## config.mk

```make
export PLATFORM = sky130hd
export DESIGN_NAME = i2c_byte_master
export DESIGN_NICKNAME = d
export VERILOG_FILES = /design/src/i2cbm_pkg.sv /design/src/i2cbm_queue.sv /design/src/i2cbm_seq.sv /design/src/i2c_byte_master.sv
export SDC_FILE = /design/constraint.sdc
export NUM_CORES = 1
export LEC_CHECK = 0
export BUFFER_PORTS_ARGS = -buffer_cell sky130_fd_sc_hd__buf_4
export CORE_MARGIN = 2
export CORE_UTILIZATION = 50
export CTS_CLUSTER_SIZE = 24
export DETAILED_ROUTE_END_ITERATION = 8
export MAX_ROUTING_LAYER = met4
export PLACE_DENSITY = 0.74
export SKIP_LAST_GASP = 1
export SYNTH_ARGS = -nofsm -noshare
export SYNTH_HDL_FRONTEND = slang
export SYNTH_SLANG_ARGS = --single-unit
```

## constraint.sdc

```tcl
create_clock -name clk -period 4.4 [get_ports clk]
set_input_delay 0.66 -clock clk [delete_from_list [all_inputs] [get_ports clk]]
set_output_delay 0.66 -clock clk [all_outputs]
set_load 0.1 [all_outputs]
```

## src/i2cbm_pkg.sv

```systemverilog
package i2cbm_pkg;

  // Command opcodes
  localparam logic [2:0] OP_NONE      = 3'd0;
  localparam logic [2:0] OP_START     = 3'd1;
  localparam logic [2:0] OP_STOP      = 3'd2;
  localparam logic [2:0] OP_WRITE     = 3'd3;
  localparam logic [2:0] OP_READ_ACK  = 3'd4;
  localparam logic [2:0] OP_READ_NACK = 3'd5;
  localparam logic [2:0] OP_ADDR_WR   = 3'd6;
  localparam logic [2:0] OP_ADDR_RD   = 3'd7;

  // Configuration register indexes
  localparam logic CFG_SLAVE_ADDR  = 1'b0;
  localparam logic CFG_HALF_PERIOD = 1'b1;

  localparam int          CFG_DATA_W         = 16;
  localparam logic [6:0]  SLAVE_ADDR_RESET   = 7'h30;
  localparam logic [15:0] HALF_PERIOD_RESET  = 16'd100;

  // Request queue depth between front and back
  localparam int QUEUE_DEPTH = 2;
  localparam int QUEUE_PTR_W = $clog2(QUEUE_DEPTH);
  localparam int QUEUE_CNT_W = $clog2(QUEUE_DEPTH + 1);

  typedef struct packed {
    logic [2:0] opcode;
    logic [7:0] cmd_data;
    logic       sda_in;
  } in_req_t;

  typedef struct packed {
    logic       scl_drive_low;
    logic       sda_drive_low;
    logic       busy_res;
    logic       done_res;
    logic [7:0] read_data;
    logic       ack_status;
  } out_res_t;

  // Queue head as seen by the sequencer
  typedef struct packed {
    logic    valid;
    in_req_t req;
  } queue_head_t;

  // SDA drive level at the start of a bit's low phase
  function automatic logic bit_low_sda(input logic [2:0] cmd, input logic [3:0] bit_idx,
                                       input logic [7:0] sh);
    logic last;
    last = (bit_idx >= 4'd8);
    if (cmd inside {OP_READ_ACK, OP_READ_NACK}) begin
      return last ? (cmd == OP_READ_ACK) : 1'b0;
    end else begin
      return last ? 1'b0 : ~sh[7];
    end
  endfunction

endpackage

```

## src/i2cbm_queue.sv

```systemverilog
module i2cbm_queue (
  input  logic                      clk,
  input  logic                      rst_n,
  input  logic                      in_valid,
  output logic                      in_stall,
  input  i2cbm_pkg::in_req_t        in_req,
  output i2cbm_pkg::queue_head_t    head,
  input  logic                      pop
);
  import i2cbm_pkg::*;

  in_req_t                 slot_r [QUEUE_DEPTH];
  logic [QUEUE_PTR_W-1:0]  wr_ptr_r, rd_ptr_r;
  logic [QUEUE_CNT_W-1:0]  count_r;
  logic                    push, do_pop;

  // Full queue holds off the producer
  assign in_stall = (count_r == QUEUE_CNT_W'(QUEUE_DEPTH));
  assign push     = in_valid && !in_stall;
  assign do_pop   = pop && (count_r != '0);

  assign head.valid = (count_r != '0);
  assign head.req   = slot_r[rd_ptr_r];

  // Request storage
  always_ff @(posedge clk) begin
    if (push) begin
      slot_r[wr_ptr_r] <= in_req;
    end
  end

  // Pointers and fill count
  always_ff @(posedge clk) begin
    if (!rst_n) begin
      wr_ptr_r <= '0;
      rd_ptr_r <= '0;
      count_r  <= '0;
    end else begin
      if (push) begin
        wr_ptr_r <= (wr_ptr_r == QUEUE_PTR_W'(QUEUE_DEPTH - 1)) ? '0 : wr_ptr_r + 1'b1;
      end
      if (do_pop) begin
        rd_ptr_r <= (rd_ptr_r == QUEUE_PTR_W'(QUEUE_DEPTH - 1)) ? '0 : rd_ptr_r + 1'b1;
      end
      count_r <= count_r + QUEUE_CNT_W'(push) - QUEUE_CNT_W'(do_pop);
    end
  end

endmodule

```

## src/i2cbm_seq.sv

```systemverilog
module i2cbm_seq (
  input  logic                         clk,
  input  logic                         rst_n,
  input  logic                         cfg_wr_en,
  input  logic                         cfg_index,
  input  logic [i2cbm_pkg::CFG_DATA_W-1:0] cfg_wdata,
  input  i2cbm_pkg::queue_head_t       head,
  output logic                         pop,
  output logic                         out_valid,
  input  logic                         out_stall,
  output i2cbm_pkg::out_res_t          out_res
);
  import i2cbm_pkg::*;

  localparam logic [3:0] PH_IDLE     = 4'd0;
  localparam logic [3:0] PH_START_HI = 4'd1;
  localparam logic [3:0] PH_START_LO = 4'd2;
  localparam logic [3:0] PH_STOP_LO  = 4'd3;
  localparam logic [3:0] PH_STOP_HI  = 4'd4;
  localparam logic [3:0] PH_BIT_LOW  = 4'd5;
  localparam logic [3:0] PH_BIT_HIGH = 4'd6;

  logic [6:0]  slave_addr_r;
  logic [15:0] half_period_r;

  logic [3:0]  phase_r, phase_nxt;
  logic [2:0]  cmd_r, cmd_nxt;
  logic [3:0]  bit_r, bit_nxt;
  logic [15:0] cnt_r, cnt_nxt;
  logic [7:0]  shift_r, shift_nxt;
  logic        ack_r, ack_nxt;
  logic        scl_r, scl_nxt;
  logic        sda_r, sda_nxt;
  logic [7:0]  hold_r, hold_nxt;
  logic        done;

  logic        out_valid_r;
  out_res_t    out_res_r, out_res_nxt;

  logic [15:0] limit;
  logic [16:0] cnt_inc;
  logic        over;
  logic [15:0] cnt_after;
  logic [7:0]  sh;
  logic [7:0]  first_byte;

  // Take the next request whenever the output register is free
  assign pop       = head.valid && (!out_valid_r || !out_stall);
  assign out_valid = out_valid_r;
  assign out_res   = out_res_r;

  // Configuration registers
  always_ff @(posedge clk) begin
    if (!rst_n) begin
      slave_addr_r  <= SLAVE_ADDR_RESET;
      half_period_r <= HALF_PERIOD_RESET;
    end else if (cfg_wr_en) begin
      case (cfg_index)
        CFG_SLAVE_ADDR:  slave_addr_r  <= cfg_wdata[6:0];
        CFG_HALF_PERIOD: half_period_r <= cfg_wdata[15:0];
        default: ;
      endcase
    end
  end

  // Half-period timer
  assign limit     = (half_period_r == '0) ? 16'd1 : half_period_r;
  assign cnt_inc   = {1'b0, cnt_r} + 17'd1;
  assign over      = (cnt_inc >= {1'b0, limit});
  assign cnt_after = over ? 16'd0 : cnt_inc[15:0];

  // Byte loaded by a byte command
  always_comb begin
    case (head.req.opcode)
      OP_WRITE:   first_byte = head.req.cmd_data;
      OP_ADDR_WR: first_byte = {slave_addr_r, 1'b0};
      OP_ADDR_RD: first_byte = {slave_addr_r, 1'b1};
      default:    first_byte = 8'h00;
    endcase
  end

  // One bus tick per request
  always_comb begin
    phase_nxt = phase_r;
    cmd_nxt   = cmd_r;
    bit_nxt   = bit_r;
    cnt_nxt   = cnt_r;
    shift_nxt = shift_r;
    ack_nxt   = ack_r;
    scl_nxt   = scl_r;
    sda_nxt   = sda_r;
    hold_nxt  = hold_r;
    done      = 1'b0;
    sh        = shift_r;
    case (phase_r)
      PH_IDLE: begin
        if (head.req.opcode != OP_NONE) begin
          cmd_nxt = head.req.opcode;
          cnt_nxt = '0;
          bit_nxt = '0;
          case (head.req.opcode)
            OP_START: begin
              phase_nxt = PH_START_HI;
              scl_nxt   = 1'b0;
              sda_nxt   = 1'b0;
            end
            OP_STOP: begin
              phase_nxt = PH_STOP_LO;
              scl_nxt   = 1'b1;
              sda_nxt   = 1'b1;
            end
            default: begin
              shift_nxt = first_byte;
              phase_nxt = PH_BIT_LOW;
              scl_nxt   = 1'b1;
              sda_nxt   = bit_low_sda(head.req.opcode, 4'd0, first_byte);
            end
          endcase
        end
      end
      PH_START_HI: begin
        cnt_nxt = cnt_after;
        if (over) begin
          phase_nxt = PH_START_LO;
          sda_nxt   = 1'b1;
        end
      end
      PH_START_LO: begin
        cnt_nxt = cnt_after;
        if (over) begin
          scl_nxt   = 1'b1;
          phase_nxt = PH_IDLE;
          done      = 1'b1;
        end
      end
      PH_STOP_LO: begin
        cnt_nxt = cnt_after;
        if (over) begin
          phase_nxt = PH_STOP_HI;
          scl_nxt   = 1'b0;
        end
      end
      PH_STOP_HI: begin
        cnt_nxt = cnt_after;
        if (over) begin
          sda_nxt   = 1'b0;
          phase_nxt = PH_IDLE;
          done      = 1'b1;
        end
      end
      PH_BIT_LOW: begin
        cnt_nxt = cnt_after;
        if (over) begin
          phase_nxt = PH_BIT_HIGH;
          scl_nxt   = 1'b0;
        end
      end
      PH_BIT_HIGH: begin
        cnt_nxt = cnt_after;
        if (over) begin
          // Sample on the end of the SCL-high phase
          if (cmd_r inside {OP_READ_ACK, OP_READ_NACK}) begin
            if (bit_r < 4'd8) begin
              sh = {shift_r[6:0], head.req.sda_in};
              if (bit_r == 4'd7) begin
                hold_nxt = sh;
              end
            end
          end else begin
            if (bit_r < 4'd8) begin
              sh = {shift_r[6:0], 1'b0};
            end else begin
              ack_nxt = head.req.sda_in;
            end
          end
          shift_nxt = sh;
          scl_nxt   = 1'b1;
          if (bit_r >= 4'd8) begin
            phase_nxt = PH_IDLE;
            done      = 1'b1;
          end else begin
            bit_nxt   = bit_r + 4'd1;
            phase_nxt = PH_BIT_LOW;
            sda_nxt   = bit_low_sda(cmd_r, bit_r + 4'd1, sh);
          end
        end
      end
      default: begin
        phase_nxt = PH_IDLE;
        cnt_nxt   = '0;
      end
    endcase

    out_res_nxt.scl_drive_low = scl_nxt;
    out_res_nxt.sda_drive_low = sda_nxt;
    out_res_nxt.busy_res      = (phase_nxt != PH_IDLE);
    out_res_nxt.done_res      = done;
    out_res_nxt.read_data     = hold_nxt;
    out_res_nxt.ack_status    = ack_nxt;
  end

  // Sequencer state advances once per popped request
  always_ff @(posedge clk) begin
    if (!rst_n) begin
      phase_r <= PH_IDLE;
      cmd_r   <= '0;
      bit_r   <= '0;
      cnt_r   <= '0;
      shift_r <= '0;
      ack_r   <= 1'b0;
      scl_r   <= 1'b0;
      sda_r   <= 1'b0;
      hold_r  <= '0;
    end else if (pop) begin
      phase_r <= phase_nxt;
      cmd_r   <= cmd_nxt;
      bit_r   <= bit_nxt;
      cnt_r   <= cnt_nxt;
      shift_r <= shift_nxt;
      ack_r   <= ack_nxt;
      scl_r   <= scl_nxt;
      sda_r   <= sda_nxt;
      hold_r  <= hold_nxt;
    end
  end

  // Output register
  always_ff @(posedge clk) begin
    if (!rst_n) begin
      out_valid_r <= 1'b0;
    end else if (pop) begin
      out_valid_r <= 1'b1;
    end else if (!out_stall) begin
      out_valid_r <= 1'b0;
    end
  end

  always_ff @(posedge clk) begin
    if (pop) begin
      out_res_r <= out_res_nxt;
    end
  end

endmodule

```

## src/i2c_byte_master.sv

```systemverilog
// Channel | Direction | Handshake           | Payload
// in_     | in        | in_valid / in_stall | in_req  (opcode, cmd_data, sda_in)
// out_    | out       | out_valid/out_stall | out_res (lines, busy, done, data, ack)
// cfg_    | in        | cfg_wr_en           | cfg_index, cfg_wdata
//
// One request per cycle while out_stall is low: each request is one bus tick of the sequencer.
// The acceptance edge writes the queue; the sequencer's output register is loaded
// from the queue head once it is free, and the two-entry queue absorbs output stalls.
// Reset (rst_n low, synchronous) empties the queue, drops the output, idles the
// bus and restores slave address 0x30 and 100 ticks per half period.
// in_stall rises only when the queue is full.
module i2c_byte_master (
  input  logic                              clk,
  input  logic                              rst_n,
  input  logic                              in_valid,
  output logic                              in_stall,
  input  i2cbm_pkg::in_req_t                in_req,
  output logic                              out_valid,
  input  logic                              out_stall,
  output i2cbm_pkg::out_res_t               out_res,
  input  logic                              cfg_wr_en,
  input  logic                              cfg_index,
  input  logic [i2cbm_pkg::CFG_DATA_W-1:0]  cfg_wdata
);
  import i2cbm_pkg::*;

  queue_head_t head;
  logic        pop;

  // Front: request queue
  i2cbm_queue u_queue (
    .clk      (clk),
    .rst_n    (rst_n),
    .in_valid (in_valid),
    .in_stall (in_stall),
    .in_req   (in_req),
    .head     (head),
    .pop      (pop)
  );

  // Back: bus sequencer
  i2cbm_seq u_seq (
    .clk       (clk),
    .rst_n     (rst_n),
    .cfg_wr_en (cfg_wr_en),
    .cfg_index (cfg_index),
    .cfg_wdata (cfg_wdata),
    .head      (head),
    .pop       (pop),
    .out_valid (out_valid),
    .out_stall (out_stall),
    .out_res   (out_res)
  );

endmodule

```

=== After elaboration in Yosys (flattened, before gate mapping) ===
Memory sizes are Yosys's and may differ from the RTL's. A register that Yosys moved wholly into a read port is not among the register bits.
Cells that the tools add are included.

* Bits in registers: 87
* Bits in writable memories: 24
* Bits of input ports: 34
* Output and inout bits: 15
* Logic and storage cells: 150
* Memories: 1

* $add $sub $neg: 6
* Magnitude comparators: 4
* Equal/unequal tests: 23
* Mux-type cells: 64
* Bitwise logic cells: 3
* Reductions and logical operators: 27

{| class="wikitable"
|+ Memories
! memory !! depth !! width !! read ports !! clocked after Yosys merged registers in !! wr ports !! line !! text
|-
| u_queue.slot_r || 2 || 12 || 1 || 1 || 1 || i2cbm_queue.sv:12 || <nowiki>in_req_t slot_r [QUEUE_DEPTH];</nowiki>
|}

{| class="wikitable"
|+ Operator list
! kind !! count
|-
| two-way mux 8 bit || 13
|-
| two-way mux 16 bit || 3
|-
| two-way mux 4 bit || 9
|-
| case mux 16 bit (2 select lines) || 1
|-
| two-way mux 1 bit || 28
|-
| case mux 4 bit (6 select lines) || 1
|-
| case mux 8 bit (3 select lines) || 1
|-
| equality test 3 bit, second input constant || 6
|-
| adder 16 x 1 -> 17 bit, second input constant || 1
|-
| greater-or-equal comparator 17 x 16 -> 1 bit || 1
|-
| equality test 4 x 3 -> 1 bit, second input constant || 4
|-
| zero test 16 bit || 1
|-
| case mux 8 bit (2 select lines) || 1
|-
| AND reduction 5 bit || 2
|-
| equality test 4 x 2 -> 1 bit, second input constant || 2
|-
| greater-or-equal comparator 4 bit, second input constant || 2
|-
| inequality test 2 x 1 -> 1 bit, second input constant || 4
|-
| case mux 4 bit (2 select lines) || 1
|-
| nonzero test 2 bit || 4
|-
| OR reduction 2 bit || 4
|-
| equality test 3 x 2 -> 1 bit, second input constant || 2
|-
| case mux 3 bit (2 select lines) || 1
|-
| AND reduction 2 bit || 3
|-
| AND reduction 6 bit || 1
|-
| 22 further kinds || 31
|}

=== Depth between registers and ports, before layout ===
* Depth in word-level cells: 11
* Depth in mapped cells: 13
* Depth with buffers taken out: 12

=== Hierarchy ===
A second synthesis with hierarchy kept.

* Cells, all modules: 569
* Area, all modules: 5,432.7 um^2

{| class="wikitable"
|+ By module, submodules not included
! module !! instances !! cells an instance !! area each (um^2) !! seq. area each (um^2)
|-
| i2cbm_seq || 1 || 505 || 4,290.4 || 1,771.7
|-
| i2cbm_queue || 1 || 64 || 1,142.3 || 820.8
|}

=== Least setup slack after synthesis ===
No wires, ideal clock.

* Path type: register to register
* From: register u_seq.cnt_r[0]
* To: register u_seq.out_res_r, in the netlist u_seq.out_res[1], data pin
* Library setup time: 0.260 ns
* Data arrival time: 3.239 ns
* Required time: 4.140 ns
* Slack: 0.901 ns
* Cell stages (with the launch flop): 13
* Path buffers: 0
* Period minus slack after synthesis: 3.499 ns
* Path through: dfxtp_1 ha_1 nand2_1 nor4_4 nor3b_1 xor2_1 ha_1 a211oi_2 o211ai_1 a22o_2 o31a_4 nand4_4 mux2_4

* Cells in the longest elaborated chain, start to end: 4

{| class="wikitable"
|+ RTL lines
! element !! line !! text
|-
| from (decl) || i2cbm_seq.sv:29 || <nowiki>logic [15:0] cnt_r, cnt_nxt;</nowiki>
|-
| from (signal assigned) || i2cbm_seq.sv:218 || <nowiki>cnt_r <= cnt_nxt;</nowiki>
|-
| adder 16 x 1 -> 17 bit || i2cbm_seq.sv:68 || <nowiki>assign cnt_inc = {1'b0, cnt_r} + 17'd1;</nowiki>
|-
| greater-or-equal comparator 17 x 16 -> 1 bit || i2cbm_seq.sv:69 || <nowiki>assign over = (cnt_inc >= {1'b0, limit});</nowiki>
|-
| two-way mux 8 bit || i2cbm_seq.sv:160 || <nowiki>if (over) begin</nowiki>
|-
| two-way mux 8 bit || i2cbm_seq.sv:95 || <nowiki>case (phase_r)</nowiki>
|-
| net u_seq.hold_nxt[0] || i2cbm_seq.sv:34 || <nowiki>logic [7:0] hold_r, hold_nxt;</nowiki>
|-
| to (signal assigned) || i2cbm_seq.sv:240 || <nowiki>out_res_r <= out_res_nxt;</nowiki>
|-
| to (decl) || i2cbm_seq.sv:38 || <nowiki>out_res_t out_res_r, out_res_nxt;</nowiki>
|}

The timed path passes the listed nets, and every way through them passes these cells.
A chain may end at the register's enable or synchronous reset.

=== Worst setup path after layout ===
* From: register u_seq.cnt_r[0]
* To: register u_seq.out_res_r, in the netlist u_seq.out_res[4], data pin

Same word-level chain as after synthesis.

==> results.json <==
{
  "die-area_um2": 12700,
  "period_share": 0.890,
  "grt_pass1_vias": 4498,
  "ant_nets": 0,
  "dr.pass1.iters": 5,
  "synth_edf_count": 37,
  "hold_viol": 0,
  "max_freq_ghz": 0.256,
  "groute.usage.overall": 0.215,
  "n_antenna_cell": 0,
  "cts.sinks": 111,
  "worstPathArrival_ns": 4.03,
  "worstPathCellList": "ha_1 > nand2_1 > nor4_4 > nor3b_1 > xor2_1 > ha_1 > a211oi_2 > o211ai_1 > a22o_2 > o31a_4 > nand4_4 > mux2_4",
  "slew_headroom": 0.303,
  "critPathSlowestCell": "dfxtp_1",
  "r2r.worst_path.cells": 12,
  "finalClockSkew_ns": 0.00901,
  "grt_pass1_wl_um": 21600,
  "via_count": 4746,
  "setup_violations": 0,
  "nets": 706,
  "area_growth_syn_to_layout_pct": 12.7,
  "die_y_um": 113,
  "clk_pin_slew_ns": 0.08,
  "syn_nets": 673,
  "design_area_um2": 6670,
  "critPathLaunchType": "flop",
  "powerDensity_nw_per_um2": 558,
  "rsz0062_at_grt": "false",
  "final_cell_mix": "nand2_1 (85), dfxtp_1 (74), buf_4 (53)",
  "finalSetupTns_ns": 0,
  "ir_drop_mv": 0.345,
  "critPathLaunch": "u_seq.cnt_r[0]",
  "die-width_um": 113,
  "gp_congestion": 0.983,
  "placed_cells": 783,
  "post_cts_buffers": 0,
  "switching_share": 0.433,
  "hold_buffers": 0,
  "portBuffers": 48,
  "rrSetupSlack_ns": 0.49,
  "syn-mean-instance-area_um2": 9.58,
  "status": "finished clean",
  "slew_viol_final": 0,
  "dp_hpwl_um": 9330,
  "grt_overflow": 0,
  "path_class": "reg2reg",
  "cp_max_fo": 8,
  "clkLatencyLatePin_ns": 0.36,
  "numCtsBuffers": 9,
  "cp_top_family": "compound AO/OA/AOI/OAI gates",
  "synthDistinctLibCells": 70,
  "switchingPower_uw": 1610,
  "drt-total-wl_um": 13200,
  "row_count": 39,
  "ys.flop_type": "dfxtp_1",
  "async_reset_ff_frac": 0,
  "post_dp_cell_area_um2": 6360,
  "finalNonFillerCells": 799,
  "critical_path_cell_count": 12,
  "vias_per_cell": 5.94,
  "crit_required_ns": 4.51,
  "cts_tree": "built",
  "netlist_area_um2": 5920,
  "rr_startpoint": "u_seq.cnt_r[0]",
  "clock_path_buffers": 2,
  "endpoint_kind": "flop",
  "io_pins": 49,
  "clockRootBuffer": "clkbuf_16",
  "maxCapViolCount": 0,
  "post_cts_resized": 0,
  "seqPwrFrac": 0.371,
  "grt_max_degree": 86,
  "drc": 0,
  "comb_power_share": 0.407,
  "regToRegEndpoint": "u_seq.out_res[4]",
  "critPathMaxStageDelay_ns": 0.42,
  "grt_antenna_before_repair": 0,
  "clkPwrFrac": 0.222,
  "ys_seq_area_frac": 0.438,
  "syn_inst": 618,
  "ys_ff_latch": 111,
  "drt-wirelength-per-cell_um": 16.6,
  "min_path_type": "reg2reg",
  "endpoint": "u_seq.out_res[4]",
  "ys_warn_count": 0,
  "path_common_cell": "ha_1",
  "coreArea_um2": 11500,
  "start_util": 0.516,
  "worst_slew_pin_slew_ns": 1.04,
  "cellLeakagePower_uw": 0.00271,
  "internal_power_uw": 2110,
  "worst-path-buf-inv": 0,
  "drive_gt1_frac": 0.152,
  "min_period_ns": 3.91,
  "cts_max_level": 3,
  "layout_commonest_cell": "nand2_1",
  "first_iter_violations": 342
}
## metrics by stage
stage               total power (uW)  setup WS (ns)  hold slack (ns)  utilization
global placement                2870          0.700            0.442        0.555
CTS                             3710          0.527            0.475        0.582
floorplan                       2560          0.901            0.434            -
detailed placement              2900          0.556            0.468        0.555
global route                    3890          0.280            0.473        0.582
finish                          3720          0.486            0.476        0.582
## worst min path at each step
stage / startpoint / to / cells after the start
after floorplan: u_seq.ack_r / u_seq.ack_r / 2
after global placement: u_seq.ack_r / u_seq.ack_r / 2
after detailed placement: u_seq.slave_addr_r[1] / u_seq.slave_addr_r[1] / 2
after CTS: in_req[5] / u_queue.slot_r[0][5] / 1
after global routing: in_req[5] / u_queue.slot_r[0][5] / 1
final: u_seq.ack_r / u_seq.ack_r / 2
## sequential cells by signal, indices dropped and copies added (netlist names), 2 cells and up, named ones only
register             flops
u_queue.slot_r          24
u_seq.cnt_r             16
u_seq.half_period_r     16
u_seq.out_res           13
u_seq.hold_r             8
u_seq.shift_r            7
u_seq.slave_addr_r       7
u_seq.bit_r              4
u_seq.phase_r            4
u_seq.cmd_r              3
u_queue.count_r          2
## per-layer routing
metal | vias to the layer above | track usage | part of all wire
met3 | 20 | 0.0321 | 0.063
met2 | 163 | 0.345 | 0.48
met1 | 2266 | 0.281 | 0.45
met4 | 0 | 0.0740 | 0.014
li1 | 2297 | - | -
met5 | - | - | 0
## logic make-up after synthesis
| family | synth area share |
|---|---|
| muxes | 0.0736 |
| and+or+nand+nor | 0.206 |
| buffers and inverters | 0.0450 |
| xor gates and xnor gates | 0.0222 |
| adders and majority gates | 0.0444 |
| DFF | 0.438 |
| AOI/OAI and AO/OA | 0.171 |
## layout make-up
class | instances | area [um^2]
clock buffer | 9 | 225
tap | 143 | 179
sequential | 111 | 2590
clock inverter | 7 | 83.8
multi-input combinational | 440 | 3060
fill | 958 | 4790
inverter | 36 | 135
timing repair buffer | 53 | 398
## cells in the mapped netlist (all sizes together) (3+ instances only)
master,instances,area share
a31oi,6,0.0074
o211a,5,0.0085
a211o,3,0.0044
a21boi,24,0.030
dfxtp,74,0.25
inv,36,0.023
nor2,28,0.018
xor2,5,0.0074
o21ai,23,0.021
nand2,85,0.054
nand3,22,0.019
mux2i,27,0.046
mux2,12,0.028
nor3,12,0.014
edfxtp,37,0.19
nand4,14,0.017
buf,12,0.010
a32o,11,0.019
and2,20,0.021
o21a,4,0.0051
nor4,8,0.015
a21oi,20,0.017
and3,6,0.0063
clkbuf,19,0.012
o211ai,14,0.018
xnor2,10,0.015
nor3b,3,0.0038
ha,21,0.044
nand2b,5,0.0053
nor2b,18,0.019
a31o,3,0.0059
## tightest hold or removal path, delay by kind of cell (launching register included)
kind / cells / cell delay, ns
DFF: 1 / 0.32
muxes: 1 / 0.06
and+or+nand+nor: 1 / 0.05
## power groups by stage
stage / logic [uW] / clock network (uW) / registers (uW)
final: 1520 / 825 / 1380
after detailed placement: 1500 / 0 / 1400
after floorplan: 792 / 0 / 1770
after global placement: 1470 / 0 / 1390
after global routing: 1620 / 872 / 1400
after CTS: 1500 / 831 / 1380
Power figures use the tool's default switching activity.
